**src/design/b2da_pkg.sv**
```systemverilog
// Package for the binary to decimal ASCII core: sizing constants and the
// command/status structs shared by the controller and the datapath.
// No dependencies.
package b2da_pkg;

   localparam int VALUE_WIDTH    = 32;
   localparam int MAX_DIGITS     = 10;
   localparam int BITS_PER_CYCLE = 4;

   localparam int CONV_STEPS  = (VALUE_WIDTH + BITS_PER_CYCLE - 1) / BITS_PER_CYCLE;
   localparam int PAD_W       = CONV_STEPS * BITS_PER_CYCLE;
   // decimal digits of the widest value: floor(width * log10(2)) + 1
   localparam int BCD_DIGITS  = (VALUE_WIDTH * 30103) / 100000 + 1;
   localparam int BCD_W       = 4 * BCD_DIGITS;
   localparam int IDX_W       = $clog2(BCD_DIGITS);
   localparam int EMIT_DIGITS = (MAX_DIGITS < BCD_DIGITS) ? MAX_DIGITS : BCD_DIGITS;
   localparam int STEP_W      = $clog2(CONV_STEPS + 1);

   localparam int CHAR_W = 6;
   localparam logic [CHAR_W-1:0] ASCII_ZERO = CHAR_W'(48);

   typedef struct packed {
      logic load;
      logic convert;
      logic locate;
      logic emit;
   } cmd_type;

   typedef struct packed {
      logic idx_zero;
   } status_type;

endpackage

```
**src/design/b2da_ctrl.sv**
```systemverilog
// Controller for the binary to decimal ASCII core: sequences load, the
// shift-add-3 steps, leading-zero location and digit output. Uses b2da_pkg.
module b2da_ctrl (
   input  logic                 clock,
   input  logic                 reset,
   input  logic                 start,
   output logic                 busy,
   input  b2da_pkg::status_type status,
   output b2da_pkg::cmd_type    cmd
);
   import b2da_pkg::*;

   typedef enum logic [3:0] {
      ST_IDLE    = 4'b0001,
      ST_CONVERT = 4'b0010,
      ST_LOCATE  = 4'b0100,
      ST_EMIT    = 4'b1000
   } state_type;

   state_type          state_ff, state_in;
   logic [STEP_W-1:0]  step_ff, step_in;

   always_comb begin
      state_in = state_ff;
      step_in  = step_ff;
      cmd      = '0;
      unique case (state_ff)
         ST_IDLE: begin
            if (start) begin
               cmd.load = 1'b1;
               step_in  = STEP_W'(CONV_STEPS - 1);
               state_in = ST_CONVERT;
            end
         end
         ST_CONVERT: begin
            cmd.convert = 1'b1;
            if (step_ff == '0) begin
               state_in = ST_LOCATE;
            end else begin
               step_in = step_ff - 1'b1;
            end
         end
         ST_LOCATE: begin
            cmd.locate = 1'b1;
            state_in   = ST_EMIT;
         end
         ST_EMIT: begin
            cmd.emit = 1'b1;
            if (status.idx_zero) begin
               state_in = ST_IDLE;
            end
         end
         default: begin
            state_in = ST_IDLE;
         end
      endcase
   end

   assign busy = (state_ff != ST_IDLE);

   always_ff @(posedge clock) begin
      if (reset) begin
         state_ff <= ST_IDLE;
         step_ff  <= '0;
      end else begin
         state_ff <= state_in;
         step_ff  <= step_in;
      end
   end

endmodule

```
**src/design/b2da_datapath.sv**
```systemverilog
// Datapath for the binary to decimal ASCII core: shift-add-3 BCD register,
// leading-zero priority encoder and digit output mux. Uses b2da_pkg.
module b2da_datapath (
   input  logic                           clock,
   input  logic [b2da_pkg::VALUE_WIDTH-1:0] value,
   input  b2da_pkg::cmd_type              cmd,
   output b2da_pkg::status_type           status,
   output logic                           rsp_strobe,
   output logic [b2da_pkg::CHAR_W-1:0]    rsp_digit_char,
   output logic                           rsp_last_digit
);
   import b2da_pkg::*;

   localparam logic [IDX_W-1:0] TOP_LIMIT = IDX_W'(EMIT_DIGITS - 1);

   logic [BCD_W-1:0] bcd_ff, bcd_in;
   logic [PAD_W-1:0] bin_ff, bin_in;
   logic [IDX_W-1:0] idx_ff, idx_in;

   logic [BCD_W-1:0] bcd_step;
   logic [PAD_W-1:0] bin_step;
   logic [IDX_W-1:0] top_idx;
   logic [3:0]       cur_digit;

   // BITS_PER_CYCLE shift-add-3 iterations per cycle
   always_comb begin
      bcd_step = bcd_ff;
      bin_step = bin_ff;
      for (int b = 0; b < BITS_PER_CYCLE; b++) begin
         for (int d = 0; d < BCD_DIGITS; d++) begin
            if (bcd_step[d*4 +: 4] >= 4'd5) begin
               bcd_step[d*4 +: 4] = bcd_step[d*4 +: 4] + 4'd3;
            end
         end
         {bcd_step, bin_step} = {bcd_step, bin_step} << 1;
      end
   end

   // most significant nonzero digit, clipped to the output digit limit
   always_comb begin
      top_idx = '0;
      for (int i = 0; i < BCD_DIGITS; i++) begin
         if (bcd_ff[i*4 +: 4] != 4'd0) begin
            top_idx = IDX_W'(i);
         end
      end
      if (top_idx > TOP_LIMIT) begin
         top_idx = TOP_LIMIT;
      end
   end

   always_comb begin
      bcd_in = bcd_ff;
      bin_in = bin_ff;
      idx_in = idx_ff;
      if (cmd.load) begin
         bcd_in = '0;
         bin_in = PAD_W'(value);
      end else if (cmd.convert) begin
         bcd_in = bcd_step;
         bin_in = bin_step;
      end
      if (cmd.locate) begin
         idx_in = top_idx;
      end else if (cmd.emit && idx_ff != '0) begin
         idx_in = idx_ff - 1'b1;
      end
   end

   always_ff @(posedge clock) begin
      bcd_ff <= bcd_in;
      bin_ff <= bin_in;
      idx_ff <= idx_in;
   end

   assign cur_digit       = bcd_ff[idx_ff*4 +: 4];
   assign status.idx_zero = (idx_ff == '0);
   assign rsp_strobe      = cmd.emit;
   assign rsp_digit_char  = ASCII_ZERO + {{(CHAR_W-4){1'b0}}, cur_digit};
   assign rsp_last_digit  = (idx_ff == '0);

endmodule

```
**src/design/binary_to_decimal_ascii_core.sv**
```systemverilog
// Binary to decimal ASCII converter, top level.
// Uses b2da_pkg, b2da_ctrl and b2da_datapath.
//
// Usage: drive req_value and raise start; the word is taken at a rising
// edge where start is high and busy is low. busy stays high until the
// last digit has been sent. The number is converted to BCD by a shift-add-3
// register working four bits per cycle, the leading nonzero digit is then
// located, and the digits leave one per cycle, most significant first, as
// ASCII codes on rsp_digit_char with rsp_strobe high for exactly that cycle.
// rsp_last_digit marks the least significant digit. Zero gives the single
// digit '0'. A new word is taken only after the last digit of the previous
// one has been sent.
// The receiver cannot stall: every strobed digit is taken as it appears.
// Synchronous reset returns the controller to idle and drops any run in
// progress; no digit is strobed until a new word is taken.
module binary_to_decimal_ascii_core (
   input  logic                             clock,
   input  logic                             reset,
   input  logic                             start,
   output logic                             busy,
   input  logic [b2da_pkg::VALUE_WIDTH-1:0] req_value,
   output logic                             rsp_strobe,
   output logic [b2da_pkg::CHAR_W-1:0]      rsp_digit_char,
   output logic                             rsp_last_digit
);
   import b2da_pkg::*;

   cmd_type    cmd;
   status_type status;

   b2da_ctrl u_ctrl (
      .clock  (clock),
      .reset  (reset),
      .start  (start),
      .busy   (busy),
      .status (status),
      .cmd    (cmd)
   );

   b2da_datapath u_datapath (
      .clock          (clock),
      .value          (req_value),
      .cmd            (cmd),
      .status         (status),
      .rsp_strobe     (rsp_strobe),
      .rsp_digit_char (rsp_digit_char),
      .rsp_last_digit (rsp_last_digit)
   );

endmodule

```
**config.mk**
```make
export PLATFORM = sky130hd
export DESIGN_NAME = binary_to_decimal_ascii_core
export DESIGN_NICKNAME = d
export VERILOG_FILES = /design/src/design/b2da_pkg.sv /design/src/design/b2da_ctrl.sv /design/src/design/b2da_datapath.sv /design/src/design/binary_to_decimal_ascii_core.sv
export SDC_FILE = /design/constraint.sdc
export NUM_CORES = 1
export LEC_CHECK = 0
export ABC_AREA = 0
export BUFFER_PORTS_ARGS = -buffer_cell sky130_fd_sc_hd__buf_2
export CORE_AREA = 4 4 130 132
export CTS_BUF_LIST = sky130_fd_sc_hd__clkbuf_8 sky130_fd_sc_hd__clkbuf_16
export DETAILED_ROUTE_END_ITERATION = 6
export DIE_AREA = 0 0 134 136
export PLACE_DENSITY = 0.83
export SETUP_SLACK_MARGIN = 0.2
export SYNTH_ARGS = -nofsm -noshare
export SYNTH_HDL_FRONTEND = slang
export SYNTH_SLANG_ARGS = --single-unit
```
**constraint.sdc**
```tcl
create_clock -name clock -period 4.37 [get_ports clock]
set_clock_uncertainty 0.2 [all_clocks]
set_input_delay 0.2185 -clock clock [delete_from_list [all_inputs] [get_ports clock]]
set_output_delay 0.2185 -clock clock [all_outputs]
set_load 0.03 [all_outputs]
```
# Word-level counts from Yosys, hierarchy flattened
# Cells that the tools add are included.
# word_totals
register_bits	84
elab_cells	183
# classes
shifts	1
n_addsub	43
muxes	66
eq_ne	9
reduce_logical	18
magnitude_cmp	41
# op_table
operator	n
$mux W4	46
$ge A4 B3 Y1 const B	40
$add A4 B2 Y4 const B	36
$mux W32	2
$reduce_bool A4 Y1	10
$shiftx A40 B7 Y4	1
$mux W3	8
$pmux W4 S4	1
$add A3 B2 Y3 const B	4
$logic_not A4 Y1	2
$pmux W4 S2	1
$sub A4 B1 Y4 const B	2
$add A5 B5 Y6 const A	1
$mux W1	6
$ne A2 B2 Y1 const B	3
$reduce_and A3 Y1	2
$reduce_bool A2 Y1	3
$eq A4 B1 Y1 const B	1
$eq A4 B2 Y1 const B	1
$eq A4 B3 Y1 const B	1
$eq A4 B4 Y1 const B	1
$gt A4 B4 Y1 const B	1
$mux W2	2
$ne A4 B1 Y1 const B	1
other kinds (2)	2

# Logic depth before layout (Yosys ltp)
# depth
ltp_word	13
ltp_mapped	19

# Modules after synthesis
# From an unflattened synthesis, not the netlist that was laid out.
# unflattened
hier_cells	1043
area_unflattened_um2	8698.3
# by_module_without_submodules
mod	area_per_inst_um2	n_inst	seq_area_each_um2	cells_per_inst
b2da_datapath	8300.5	1	1881.8	999
b2da_ctrl	397.9	1	160.2	44

# Worst setup path after synthesis
# Ideal clock, no wire load.
# synth_path
path_kind	reg-to-reg
from	register u_datapath.bcd_ff[20]
to	register u_datapath.bcd_ff[28]
arrival_time_ps	3482
path_slack_ps	571
setup_ps	117
stages_incl_launch_ff	19
n_path_buf	0
required_ps	4053
synth_period_minus_slack_ps	3799
path_cell_list	dfxtp_1 > inv_1 > ha_1 > and2b_1 > or3_1 > and2_1 > inv_2 > ha_1 > o21bai_1 > a211oi_1 > nor2_1 > inv_1 > ha_1 > a2111oi_0 > a221oi_1 > a2bb2oi_2 > a21oi_1 > o21ai_0 > a32o_1
# synth_via
elab_chain_len	8
elab_cells_between_ends	18
cone_classes	add/sub (6); order compare (6); mux (6)
# synth_rtl
element	line_no	rtl
start: declaration	b2da_datapath.sv:16	logic [BCD_W-1:0] bcd_ff, bcd_in;
start signal: assignment	b2da_datapath.sv:71	bcd_ff <= bcd_in;
$add A4 B2 Y4 / $ge A4 B3 Y1 (equally long branches)	b2da_datapath.sv:32, b2da_datapath.sv:31	
$mux W4 (*)	b2da_datapath.sv:31	if (bcd_step[d*4 +: 4] >= 4'd5) begin
$add A4 B2 Y4 / $ge A4 B3 Y1 (equally long branches)	b2da_datapath.sv:32, b2da_datapath.sv:31	
$mux W4	b2da_datapath.sv:31	
$add A4 B2 Y4 / $ge A4 B3 Y1 (equally long branches)	b2da_datapath.sv:32, b2da_datapath.sv:31	
$mux W4	b2da_datapath.sv:31	
$add A4 B2 Y4 / $ge A4 B3 Y1 (equally long branches)	b2da_datapath.sv:32, b2da_datapath.sv:31	
$mux W4 (*)	b2da_datapath.sv:31	
# Every way passes the cells marked *; elsewhere a longest branch is shown, timed or not.
# A chain may end at the register's enable or synchronous reset.

# Worst setup path after layout
# layout_path
from	register u_datapath.bcd_ff[20]
to	register u_datapath.bcd_ff[25]
# Same word-level chain as after synthesis.

==> summary.md <==
| Metric | Value |
|---|---|
| Total routing usage reported by global routing | 0.243 |
| Vias after detailed routing | 8471 |
| Delay of the slowest critical-path stage | 430 ps |
| Post-synthesis register bit count | 84 |
| Sequential element share of the synthesized area | 0.239 |
| Portion of total power attributed to combinational logic | 0.340 |
| Synthesized instance count | 1104 |
| Commonest non-fill, non-tap cells in the layout | 174 x sky130_fd_sc_hd__nand2_1, 81 x sky130_fd_sc_hd__o21ai_0, 72 x sky130_fd_sc_hd__nor2_1 |
| Synthesized area divided by synthesized cell count | 7.75 µm² |
| Standard cell core area | 15700 µm² |
| Ports | 44 |
| DRC Markers | 0 |
| Bufs and invs on worst path | 3 |
| Static leakage power | 0.00384 µW |
| Crit start category | register |
| Clk root buf | sky130_fd_sc_hd__clkbuf_16 |
| Category of cells accounting for the largest share of critical-path delay | simple AND/OR/NAND/NOR gates |
| F_max | 248 MHz |
| Number of search-and-repair iterations in the first detailed-routing pass | 7 |
| Global-route wire length before repair | 37100 µm |
| RSZ-0062 raised after global routing | yes |
| Area enclosed by the die boundary | 18200 µm² |
| Worst slack, placed | 131 ps |
| Count of final max-slew check failures | 0 |
| Number of nets with antenna violations after routing | 0 |
| Data arrival, critical path | 4080 ps |
| Area delta synth->final | 12.6% |
| Internal cell power | 1700 µW |
| Num rows | 46 |
| Hold WS | -4.11 ps |
| Slowest cell on crit path | sky130_fd_sc_hd__o32a_1 |
| Height of the die | 136 µm |
| Bufs on Longest Clock Path | 2 |
| Clock transition at path regs | 70 ps |
| Clock tree from TritonCTS | yes |
| Crit path top cell by count | sky130_fd_sc_hd__ha_2 |
| Pin count of the biggest net entering global routing | 38 |
| Final setup margin | 344 ps |
| Max cap viols | 0 |
| Post-layout minimum cycle time | 4030 ps |
| Clock insertion delay at the later pin of the skew report | 350 ps |
| Transition time of the tightest slew-check pin | 921 ps |
| Worst path required time | 4420 ps |
| Violated checks | hold timing |
| Cell area after synthesis | 8550 µm² |
| Start-to-end type of the worst setup path | reg -> reg |
| H-tree levels | 3 |
| Result of the run | complete, but fails checks |
| Final clock period utilization by the worst path | 0.921 |
| Path category of the worst min-delay check | in -> reg |
| Headroom to the max-slew limit | 0.378 |
| Detailed-route vias per instance | 6.19 |
| Violation count after the first detailed-route iteration | 657 |
| Final number of setup-violating endpoints | 0 |
| Routability cong. | 0.852 |
| Sum of negative setup slack | 0 ps |
| Most common flop cell mapped by yosys | sky130_fd_sc_hd__dfxtp_1 |
| CP Max Fanout | 7 |
| Share of final-layout standard cells stronger than drive strength 1 | 0.149 |
| Number of enable flip-flop cells after synthesis | 36 |
| Number of nets at the end of the flow | 1226 |
| Switching power | 951 µW |
| Total count of hold-check failures in the final report | 2 |
| TritonCTS buffer count | 9 |
| Number of warning messages in the yosys log | 0 |
| Commonest non-fill, non-tap cell in the layout | sky130_fd_sc_hd__nand2_1 |
| Series of cell instances along the critical path | inv_1, ha_2, and2b_1, or3_1, and2_1, inv_2, ha_2, o21bai_1, a211oi_2, nor2_1, inv_1, ha_2, nor4_2, a211oi_2, o32a_1, nand2b_1, mux2_2, o22ai_1 |
| Switching part of the total | 0.359 |
| Routed wirelength normalized by instance count | 16.6 µm |
| VDD IR-drop max | 217 µV |
| Port Buffer Count | 41 |
| Number of antenna violations at the first check in global routing | 1 |
| Crit end category | register |
| Vias in the first global route | 7983 |
| Distinct cell type count of the synthesized netlist | 92 |
| Sequential share of power | 0.359 |
| Post-detailed-placement half-perimeter wirelength | 15400 µm |
| Die width | 134 µm |
| Areal power density over the cells | 275 nW/µm² |
| Clock share of power | 0.302 |
| Asr flop ratio synth | 0 |
| Sinks on the clock net | 84 |
| Routed wire length | 22800 µm |
| Initial core utilization | 0.544 |
| Total congestion overflow after global routing | 0 |
[timing repair]
item,CTS,global route
pin swaps,0,3
gates resized for setup,1,31
hold buffers,31,0
hold endpoints to repair,38,0
endpoints found under the setup margin,1,21
buffers inserted,0,3
[worst paths after layout]
kind | from | to | slack (ps) | depth (start not counted)
max | u_datapath.bcd_ff[20] | u_datapath.bcd_ff[25] | 340 | 18
min | req_value[1] | u_datapath.bin_ff[1] | -4 | 2
max reg2reg | u_datapath.bcd_ff[20] | u_datapath.bcd_ff[25] | 340 | 18
min reg2reg | u_datapath.bin_ff[28] | u_datapath.bcd_ff[0] | 290 | 2
[per-layer routing]
layer | GRT usage | vias to the layer above | share of wire
li1 | - | 4161 | -
met1 | 0.296 | 3971 | 0.41
met2 | 0.442 | 284 | 0.50
met3 | 0.0226 | 55 | 0.048
met4 | 0.0983 | 0 | 0.036
met5 | 0 | - | 0
[metrics by stage]
stage	cell area [µm²]	util	power, µW	hold slack, ps	std cells
floorplan	8550	-	1620	193	1105
global placement	8880	0.565	1770	245	1318
detailed placement	8880	0.565	1800	267	1318
CTS	9490	0.604	2600	3.94	1365
global route	9630	0.613	2780	11.1	1369
finish	9630	0.613	2650	-4.11	1369
[cell families (layout without fill, tap and decap cells)]
family          after synthesis  after routing  synth area share
simple gates                422            422             0.237
buf+inv                     115            162            0.0540
flops                        84             84             0.239
fa+ha+maj                    45             45            0.0656
xor+xnor                     17             17            0.0174
compound gates              358            358             0.299
mux                          62             62            0.0884
other cells                   1              3          0.000439
[flip-flops by register name, indices dropped and copies added, names as in the netlist]
name,flops
u_datapath.idx_ff,4
u_ctrl.state_ff,4
u_ctrl.step_ff,4
u_datapath.bcd_ff,40
u_datapath.bin_ff,32
[power groups by stage]
stage | Combinational (µW) | Clock (µW) | Sequential [µW]
3_5_place_dp | 840 | 0 | 961
5_1_grt | 999 | 827 | 958
3_3_place_gp | 813 | 0 | 958
4_1_cts | 870 | 790 | 944
2_1_floorplan | 697 | 0 | 925
6_report | 900 | 799 | 950
[synthesized netlist by cell type (13+ instances only)]
cell	number	area (µm²)
sky130_fd_sc_hd__nand3_1	16	80.1
sky130_fd_sc_hd__or3_1	16	100
sky130_fd_sc_hd__a211oi_1	28	210
sky130_fd_sc_hd__mux2_2	21	236
sky130_fd_sc_hd__or2_2	16	100
sky130_fd_sc_hd__nor2_1	72	270
sky130_fd_sc_hd__and3_1	16	100
sky130_fd_sc_hd__nand2_1	174	653
sky130_fd_sc_hd__ha_1	44	551
sky130_fd_sc_hd__a21oi_1	58	290
sky130_fd_sc_hd__xnor2_1	13	114
sky130_fd_sc_hd__o21ai_0	83	415
sky130_fd_sc_hd__inv_1	59	221
sky130_fd_sc_hd__o21a_1	13	97.6
sky130_fd_sc_hd__nand2b_1	18	113
sky130_fd_sc_hd__nor3_1	29	145
sky130_fd_sc_hd__edfxtp_1	36	1080
sky130_fd_sc_hd__and2_1	14	87.6
sky130_fd_sc_hd__a211o_1	15	131
sky130_fd_sc_hd__dfxtp_1	48	961
sky130_fd_sc_hd__clkbuf_1	37	139
sky130_fd_sc_hd__mux2i_1	31	310
[cell type report]
| class | count | area, µm² |
|---|---|---|
| Sequential cell | 84 | 2050 |
| Fill cell | 1296 | 6090 |
| Timing Repair Buffer | 85 | 613 |
| Antenna cell | 1 | 2.50 |
| Clock buffer | 9 | 225 |
| Inverter | 61 | 229 |
| Clock inverter | 7 | 76.3 |
| Multi-Input combinational cell | 906 | 6160 |
| Tap cell | 216 | 270 |
(Power assumes the default switching activity.)
